## src/rtl/core/tod_pkg.sv

```systemverilog
// Shared types and constants for the time-of-day counter.
`timescale 1ns / 1ps
`default_nettype none

package tod_pkg;

  localparam int unsigned HourW = 5;
  localparam int unsigned MinW  = 6;
  localparam int unsigned SecW  = 6;
  localparam int unsigned AmtW  = 32;
  localparam int unsigned CmdW  = 3;

  localparam logic [HourW-1:0] HourMax = 5'd23;
  localparam logic [MinW-1:0]  MinMax  = 6'd59;
  localparam logic [SecW-1:0]  SecMax  = 6'd59;

  localparam int unsigned SecsPerDay  = 86400;
  localparam int unsigned SecsPerHour = 3600;
  localparam int unsigned SecsPerMin  = 60;

  // Reciprocals, floored, so a quotient is exact or one low.
  localparam int unsigned DayShift  = 48;
  localparam logic [31:0] DayRecip  = 32'((64'd1 << DayShift) / 64'd86400);
  localparam int unsigned HourShift = 24;
  localparam logic [12:0] HourRecip = 13'((32'd1 << HourShift) / 32'd3600);
  localparam int unsigned MinShift  = 16;
  localparam logic [10:0] MinRecip  = 11'((32'd1 << MinShift) / 32'd60);

  typedef enum logic [CmdW-1:0] {
    CMD_TICK_UP   = 3'd0,
    CMD_TICK_DOWN = 3'd1,
    CMD_ADD_SECS  = 3'd2,
    CMD_SET_HOUR  = 3'd3,
    CMD_SET_MIN   = 3'd4,
    CMD_SET_SEC   = 3'd5,
    CMD_LOAD_SECS = 3'd6,
    CMD_LOAD_ALL  = 3'd7
  } tod_cmd_e;

  typedef struct packed {
    tod_cmd_e         cmd;
    logic             neg;
    logic [HourW-1:0] hour_val;
    logic [MinW-1:0]  min_val;
    logic [SecW-1:0]  sec_val;
  } tod_ctl_t;

  // Command with its amount split into hour, minute and second (mod one day).
  typedef struct packed {
    tod_ctl_t         ctl;
    logic [HourW-1:0] amt_hour;
    logic [MinW-1:0]  amt_min;
    logic [SecW-1:0]  amt_sec;
  } tod_item_t;

endpackage

`default_nettype wire

```

## src/rtl/core/time_of_day_counter.sv

```systemverilog
// Top level of the 24-hour time-of-day counter with stream ports.
`timescale 1ns / 1ps
`default_nettype none

// Each command item yields one result item carrying the time after the command.
// One item is taken per clock while the output is not stalled; each result passes
// through the seven-stage amount pipeline (modulo one day by reciprocal multiply, then
// hour and minute split) followed by the single time register stage, where
// every command is applied. Reset sets the time to 00:00:00.
module time_of_day_counter (
  input  wire logic        clk_i,
  input  wire logic        rst_ni,
  input  wire logic        s_axis_tvalid_i,
  output logic             s_axis_tready_o,
  // [2:0] command, [34:3] amount, [39:35] hour_value, [45:40] minute_value,
  // [51:46] second_value, [55:52] zero
  input  wire logic [55:0] s_axis_tdata_i,
  output logic             m_axis_tvalid_o,
  input  wire logic        m_axis_tready_i,
  // [4:0] hour_now, [10:5] minute_now, [16:11] second_now, [23:17] zero
  output logic [23:0]      m_axis_tdata_o
);
  import tod_pkg::*;

  tod_ctl_t         in_ctl;
  tod_item_t        split_item;
  logic             split_valid, split_ready;
  logic [HourW-1:0] hour_now;
  logic [MinW-1:0]  minute_now;
  logic [SecW-1:0]  second_now;

  assign in_ctl.cmd      = tod_cmd_e'(s_axis_tdata_i[2:0]);
  assign in_ctl.neg      = s_axis_tdata_i[34];
  assign in_ctl.hour_val = s_axis_tdata_i[39:35];
  assign in_ctl.min_val  = s_axis_tdata_i[45:40];
  assign in_ctl.sec_val  = s_axis_tdata_i[51:46];

  tod_amt_split u_split (
    .clk_i       (clk_i),
    .rst_ni      (rst_ni),
    .in_valid_i  (s_axis_tvalid_i),
    .in_ready_o  (s_axis_tready_o),
    .in_ctl_i    (in_ctl),
    .in_amount_i (s_axis_tdata_i[34:3]),
    .out_valid_o (split_valid),
    .out_ready_i (split_ready),
    .out_item_o  (split_item)
  );

  tod_clock_core u_core (
    .clk_i       (clk_i),
    .rst_ni      (rst_ni),
    .in_valid_i  (split_valid),
    .in_ready_o  (split_ready),
    .in_item_i   (split_item),
    .out_valid_o (m_axis_tvalid_o),
    .out_ready_i (m_axis_tready_i),
    .hour_o      (hour_now),
    .minute_o    (minute_now),
    .second_o    (second_now)
  );

  assign m_axis_tdata_o = {7'd0, second_now, minute_now, hour_now};

endmodule

`default_nettype wire

```

## src/rtl/core/tod_amt_split.sv

```systemverilog
// Pipeline that reduces the amount modulo one day and splits it into h/m/s.
`timescale 1ns / 1ps
`default_nettype none

module tod_amt_split (
  input  wire logic                    clk_i,
  input  wire logic                    rst_ni,
  input  wire logic                    in_valid_i,
  output logic                         in_ready_o,
  input  wire tod_pkg::tod_ctl_t       in_ctl_i,
  input  wire logic [tod_pkg::AmtW-1:0] in_amount_i,
  output logic                         out_valid_o,
  input  wire logic                    out_ready_i,
  output tod_pkg::tod_item_t           out_item_o
);
  import tod_pkg::*;

  localparam int unsigned Stages = 7;

  logic [Stages-1:0] vld_q;
  logic [Stages-1:0] adv;
  tod_ctl_t          ctl_q [Stages];

  logic [30:0] x0_q, x1_q;
  logic [14:0] q1_q;
  logic [16:0] r2_q, r3_q;
  logic [4:0]  h3_q, h4_q, h5_q, h6_q;
  logic [11:0] rem4_q, rem5_q;
  logic [5:0]  m5_q, m6_q, s6_q;

  logic [62:0] day_prod;
  logic [31:0] day_qm, day_r0;
  logic [16:0] day_r;
  logic [29:0] hour_prod;
  logic [16:0] hour_qm, hour_r0;
  logic [22:0] min_prod;
  logic [11:0] min_qm, min_r0;

  // stage k may load when empty or when its item moves on
  always_comb begin
    adv[Stages-1] = !vld_q[Stages-1] || out_ready_i;
    for (int k = Stages - 2; k >= 0; k--) begin
      adv[k] = !vld_q[k] || adv[k+1];
    end
  end

  assign in_ready_o = adv[0];

  always_comb begin
    day_prod  = {32'd0, x0_q} * {31'd0, DayRecip};
    day_qm    = {17'd0, q1_q} * 32'(SecsPerDay);
    day_r0    = {1'b0, x1_q} - day_qm;
    day_r     = (day_r0 >= 32'(SecsPerDay)) ? 17'(day_r0 - 32'(SecsPerDay)) : day_r0[16:0];
    hour_prod = {13'd0, r2_q} * {17'd0, HourRecip};
    hour_qm   = {12'd0, h3_q} * 17'(SecsPerHour);
    hour_r0   = r3_q - hour_qm;
    min_prod  = {11'd0, rem4_q} * {12'd0, MinRecip};
    min_qm    = {6'd0, m5_q} * 12'(SecsPerMin);
    min_r0    = rem5_q - min_qm;
  end

  always_ff @(posedge clk_i or negedge rst_ni) begin
    if (!rst_ni) begin
      vld_q <= '0;
    end else begin
      if (adv[0]) begin
        vld_q[0] <= in_valid_i;
      end
      for (int k = 1; k < Stages; k++) begin
        if (adv[k]) begin
          vld_q[k] <= vld_q[k-1];
        end
      end
    end
  end

  always_ff @(posedge clk_i) begin
    if (adv[0]) begin
      ctl_q[0] <= in_ctl_i;
    end
    for (int k = 1; k < Stages; k++) begin
      if (adv[k]) begin
        ctl_q[k] <= ctl_q[k-1];
      end
    end
    if (adv[0]) begin
      x0_q <= in_amount_i[AmtW-1] ? '0 : in_amount_i[30:0];
    end
    if (adv[1]) begin
      x1_q <= x0_q;
      q1_q <= day_prod[62:48];
    end
    if (adv[2]) begin
      r2_q <= day_r;
    end
    if (adv[3]) begin
      r3_q <= r2_q;
      h3_q <= hour_prod[28:24];
    end
    if (adv[4]) begin
      if (hour_r0 >= 17'(SecsPerHour)) begin
        h4_q   <= h3_q + 5'd1;
        rem4_q <= 12'(hour_r0 - 17'(SecsPerHour));
      end else begin
        h4_q   <= h3_q;
        rem4_q <= hour_r0[11:0];
      end
    end
    if (adv[5]) begin
      h5_q   <= h4_q;
      rem5_q <= rem4_q;
      m5_q   <= min_prod[21:16];
    end
    if (adv[6]) begin
      h6_q <= h5_q;
      if (min_r0 >= 12'(SecsPerMin)) begin
        m6_q <= m5_q + 6'd1;
        s6_q <= 6'(min_r0 - 12'(SecsPerMin));
      end else begin
        m6_q <= m5_q;
        s6_q <= min_r0[5:0];
      end
    end
  end

  assign out_valid_o         = vld_q[Stages-1];
  assign out_item_o.ctl      = ctl_q[Stages-1];
  assign out_item_o.amt_hour = h6_q;
  assign out_item_o.amt_min  = m6_q;
  assign out_item_o.amt_sec  = s6_q;

endmodule

`default_nettype wire

```

## src/rtl/core/tod_clock_core.sv

```systemverilog
// Time-of-day registers, command execution and result register.
`timescale 1ns / 1ps
`default_nettype none

module tod_clock_core (
  input  wire logic                      clk_i,
  input  wire logic                      rst_ni,
  input  wire logic                      in_valid_i,
  output logic                           in_ready_o,
  input  wire tod_pkg::tod_item_t        in_item_i,
  output logic                           out_valid_o,
  input  wire logic                      out_ready_i,
  output logic [tod_pkg::HourW-1:0]      hour_o,
  output logic [tod_pkg::MinW-1:0]       minute_o,
  output logic [tod_pkg::SecW-1:0]       second_o
);
  import tod_pkg::*;

  logic             out_vld_q;
  logic [HourW-1:0] hour_q, hour_d;
  logic [MinW-1:0]  min_q, min_d;
  logic [SecW-1:0]  sec_q, sec_d;

  logic [SecW:0]    sec_sum;
  logic [MinW:0]    min_sum;
  logic [HourW:0]   hour_sum;
  logic             sec_cy, min_cy;
  logic [SecW-1:0]  add_sec;
  logic [MinW-1:0]  add_min;
  logic [HourW-1:0] add_hour;
  logic             accept;
  tod_ctl_t         ctl;

  assign ctl        = in_item_i.ctl;
  assign in_ready_o = !out_vld_q || out_ready_i;
  assign accept     = in_valid_i && in_ready_o;

  // mixed-radix add of the split amount
  always_comb begin
    sec_sum  = {1'b0, sec_q} + {1'b0, in_item_i.amt_sec};
    sec_cy   = sec_sum >= 7'(SecsPerMin);
    add_sec  = sec_cy ? 6'(sec_sum - 7'(SecsPerMin)) : sec_sum[SecW-1:0];
    min_sum  = {1'b0, min_q} + {1'b0, in_item_i.amt_min} + {6'd0, sec_cy};
    min_cy   = min_sum >= 7'(SecsPerMin);
    add_min  = min_cy ? 6'(min_sum - 7'(SecsPerMin)) : min_sum[MinW-1:0];
    hour_sum = {1'b0, hour_q} + {1'b0, in_item_i.amt_hour} + {5'd0, min_cy};
    add_hour = (hour_sum > {1'b0, HourMax}) ? 5'(hour_sum - 6'd24) : hour_sum[HourW-1:0];
  end

  always_comb begin
    hour_d = hour_q;
    min_d  = min_q;
    sec_d  = sec_q;
    case (ctl.cmd)
      CMD_TICK_UP: begin
        if (sec_q < SecMax) begin
          sec_d = sec_q + 6'd1;
        end else begin
          sec_d = '0;
          if (min_q < MinMax) begin
            min_d = min_q + 6'd1;
          end else begin
            min_d  = '0;
            hour_d = (hour_q < HourMax) ? hour_q + 5'd1 : '0;
          end
        end
      end
      CMD_TICK_DOWN: begin
        if (sec_q != '0) begin
          sec_d = sec_q - 6'd1;
        end else begin
          sec_d = SecMax;
          if (min_q != '0) begin
            min_d = min_q - 6'd1;
          end else begin
            min_d  = MinMax;
            hour_d = (hour_q != '0) ? hour_q - 5'd1 : HourMax;
          end
        end
      end
      CMD_ADD_SECS: begin
        if (!ctl.neg) begin
          hour_d = add_hour;
          min_d  = add_min;
          sec_d  = add_sec;
        end
      end
      CMD_SET_HOUR: begin
        if (ctl.hour_val <= HourMax) hour_d = ctl.hour_val;
      end
      CMD_SET_MIN: begin
        if (ctl.min_val <= MinMax) min_d = ctl.min_val;
      end
      CMD_SET_SEC: begin
        if (ctl.sec_val <= SecMax) sec_d = ctl.sec_val;
      end
      CMD_LOAD_SECS: begin
        // negative amounts arrive already split as zero
        hour_d = in_item_i.amt_hour;
        min_d  = in_item_i.amt_min;
        sec_d  = in_item_i.amt_sec;
      end
      CMD_LOAD_ALL: begin
        if (ctl.hour_val <= HourMax && ctl.min_val <= MinMax && ctl.sec_val <= SecMax) begin
          hour_d = ctl.hour_val;
          min_d  = ctl.min_val;
          sec_d  = ctl.sec_val;
        end else begin
          hour_d = '0;
          min_d  = '0;
          sec_d  = '0;
        end
      end
      default: begin
        hour_d = hour_q;
      end
    endcase
  end

  always_ff @(posedge clk_i or negedge rst_ni) begin
    if (!rst_ni) begin
      out_vld_q <= 1'b0;
      hour_q    <= '0;
      min_q     <= '0;
      sec_q     <= '0;
    end else begin
      if (in_ready_o) begin
        out_vld_q <= in_valid_i;
      end
      if (accept) begin
        hour_q <= hour_d;
        min_q  <= min_d;
        sec_q  <= sec_d;
      end
    end
  end

  assign out_valid_o = out_vld_q;
  assign hour_o      = hour_q;
  assign minute_o    = min_q;
  assign second_o    = sec_q;

endmodule

`default_nettype wire

```

## config.mk

```make
export PLATFORM = sky130hd
export DESIGN_NAME = time_of_day_counter
export DESIGN_NICKNAME = d
export VERILOG_FILES = /design/src/rtl/core/tod_pkg.sv /design/src/rtl/core/time_of_day_counter.sv /design/src/rtl/core/tod_amt_split.sv /design/src/rtl/core/tod_clock_core.sv
export SDC_FILE = /design/constraint.sdc
export NUM_CORES = 2
export LEC_CHECK = 0
export BUFFER_PORTS_ARGS = -buffer_cell sky130_fd_sc_hd__buf_2
export CAP_MARGIN = 20
export CORE_MARGIN = 2
export CORE_UTILIZATION = 40
export DETAILED_ROUTE_END_ITERATION = 6
export PLACE_DENSITY = 0.54
export SYNTH_ARGS = -nofsm -noshare
export SYNTH_HDL_FRONTEND = slang
export SYNTH_SLANG_ARGS = --single-unit
```

## constraint.sdc

```tcl
create_clock -name clk_i -period 6.8 [get_ports clk_i]
set_input_delay 0 -clock clk_i [delete_from_list [all_inputs] [get_ports clk_i]]
set_output_delay 0 -clock clk_i [all_outputs]
set_load 0.005 [all_outputs]
```

==> results.yml <==
cells_and_area:
  n_antenna_cell: 0
  syn2layout_area_growth_pct: 15.5
  nets: 4702
  final_cell_area_um2: 41900
  final_common_cell: "ha_1"
  mostFrequentLayoutCells: "ha_1 (729), inv_1 (632), edfxtp_1 (320)"
  layout-drive-gt1-share: 0.121
  instances_no_fill: 4776
  postLayoutCoreUtil: 0.466
yosys:
  synth_top_flop_cell: "edfxtp_1"
  yosys.area.top_type_share: 0.265
  ys_types: 98
  syn_inst: 3261
  synth_seq_cells: 345
  yosys-top-cells-area: "edfxtp_1 (27%), ha_1 (26%), fa_1 (18%)"
  async_flop_share: 0.0725
  syn_area_um2: 36200
  synth-edff-count: 320
  syn_area_per_cell_um2: 11.1
  yosysSeqAreaShare: 0.282
  yosys.area.top_type: "edfxtp_1"
  ys.warnings.count: 0
placement:
  hpwlAfterDp_um: 69700
  dp.cells: 4618
  place_congestion: 0.849
  placed_cell_area_um2: 39100
  pre_cts_ws_ps: -228
  port_buffers: 74
floorplan:
  die_area_um2: 93000
  placementRows: 110
  die_x_um: 305
  core_um2: 89900
  initial_core_util: 0.403
  ioPinCount: 86
  die_y_um: 305
run_status:
  run_status: "complete, but fails checks"
  violations: "negative setup slack"
sta:
  worstMarginPinSlew_ps: 894
  rsz0062_at_grt: "true"
  setup_violations: 10
  period_minus_slack_ps: 6940
  period_share: 1.02
  layout_setup_ws_ps: -141
  skew_ps: 36.5
  slew_viol_final: 0
  max_freq_mhz: 144
  max_slew_margin: 0.402
  finalHoldViolCount: 0
global_routing:
  grt_pass1_wl_um: 135000
  antenna_found_initial: 0
  grt_pass1_vias: 25000
  grt_start_max_net_pins: 55
  groute.usage.overall: 0.185
  grt.overflow.total: 0
worst_setup_path:
  worst_path_max_delay_cell: "fa_1"
  cp-end-kind: "register"
  critical_path_class: "reg -> reg"
  max_stage_delay_ps: 510
  worst-path-buf-inv: 4
  cp_top_family: "adder cells"
  cp.required_ps: 7120
  ff2ff_setup_slack_ps: -140
  critPathLaunchType: "register"
  critical_path.max_fanout: 3
  cp_data_arrival_time_ps: 7260
route:
  wl_per_cell_um: 17.6
  vias_per_cell: 5.00
  drc: 0
  ant_nets: 0
  drt_first_pass_iters: 5
  drtIter0Drc: 1084
  routed_wl_um: 83900
  vias: 23900
clock_tree:
  cts-buffers-inserted: 42
  h-tree-depth: 2
  root_buffer: "clkbuf_16"
  cts_tree: "done"
  clk_pin_slew_worst_paths_ps: 50
  numClockSinks: 345
  ctsLongestPathBuffers: 3
  insertion_delay_ps: 580
worst_hold_path:
  hold_class: "in -> reg"
job:
  maxCapViolCount: 0
-- layout make-up --
type | instances | area (µm²)
Clock buffer | 46 | 1090
Clock inverter | 29 | 352
Fill cell | 8450 | 48000
Inverter | 646 | 2430
Multi-Input combinational cell | 2232 | 23900
Sequential cell | 345 | 10200
Tap cell | 1176 | 1470
Timing Repair Buffer | 302 | 2400
-- final timing paths --
kind                       cells after the start                   end                 start
min in group asynchronous                      3      u_split.vld_q[0]                rst_ni
hold / removal                                 1  u_split.ctl_q[0][17]    s_axis_tdata_i[34]
max in group asynchronous                      4      u_split.vld_q[4]                rst_ni
hold reg to reg                                0  u_split.ctl_q[4][14]  u_split.ctl_q[3][14]
setup / recovery                              28       u_split.r2_q[8]       u_split.q1_q[2]
setup reg to reg                              28       u_split.r2_q[8]       u_split.q1_q[2]
-- through the flow --
step	hold WS (ps)	setup TNS (ps)
CTS	115	-207
floorplan	-296	0
finish	128	-831
global route	134	-4150
global placement	71.9	-1420
detailed placement	81.4	-2770
-- Yosys cell counts, drive strengths merged (8+ instances only) --
cell / instances
a221oi: 12
dfrtp: 25
mux2: 8
a21boi: 9
nand2b: 24
a21oi: 143
o21ai: 96
a211oi: 12
nor2: 90
or3: 15
and3: 24
nand4: 21
a2111oi: 11
ha: 742
o2111ai: 11
mux2i: 19
nor3: 38
a21o: 65
fa: 331
nand2: 88
o21a: 29
xnor2: 83
nand3: 45
a31oi: 20
nor3b: 11
edfxtp: 320
and2: 9
clkbuf: 29
o22ai: 8
o21bai: 17
o211ai: 20
buf: 15
inv: 643
or2: 12
xor2: 43
nor2b: 55
-- timing repair --
item,4_1_cts,5_1_grt
hold buffers,56,0
gates resized for setup,25,80
buffers inserted,10,17
endpoints found under the setup margin,22,26
pin swaps,15,67
hold endpoints to repair,83,0
-- worst reg2reg max path: cells and delay by family (launching register included) --
family                   cells  cell delay [ps]
XOR/XNOR                     1              190
AO/OA/AOI/OAI                7             1400
flip-flops                   1              440
buffers and inverters        4              170
AND/OR/NAND/NOR              8             1640
adder cells (fa/ha/maj)      7             2570
multiplexers                 1              320
-- state kept, by name (all words and copies together), names as in the netlist --
signal / flops
u_split.rem4_q: 12
u_split.s6_q: 6
u_split.ctl_q: 147
u_core.minute_o: 6
u_split.h6_q: 5
u_split.m6_q: 6
u_split.x0_q: 31
u_split.m5_q: 6
u_split.r2_q: 17
u_split.vld_q: 7
u_split.h4_q: 5
u_split.rem5_q: 12
u_split.h5_q: 5
u_split.r3_q: 17
u_split.x1_q: 31
u_core.second_o: 6
u_core.hour_o: 5
u_split.h3_q: 5
u_split.q1_q: 15
u_core.out_valid_o: 1
-- routing by layer --
layer | global-route usage | vias up | wire (µm)
li1 | - | 11900 | -
met1 | 0.233 | 11600 | 36300
met2 | 0.335 | 278 | 43100
met3 | 0.0160 | 105 | 1960
met4 | 0.0539 | 0 | 2480
met5 | 0 | - | 0
-- logic make-up after synthesis --
family                     Yosys count  share of synthesized area
xor gates and xnor gates           126                     0.0307
adders and majority gates         1073                      0.439
AOI/OAI and AO/OA                  534                     0.0994
buffers and inverters              690                     0.0726
muxes                               27                    0.00784
DFF                                345                      0.282
and+or+nand+nor                    465                     0.0678
other                                1                   0.000103
Power is left out: the tool's default activity adds up to more than one toggle a clock period on the data nets, which glitch-free logic cannot reach.
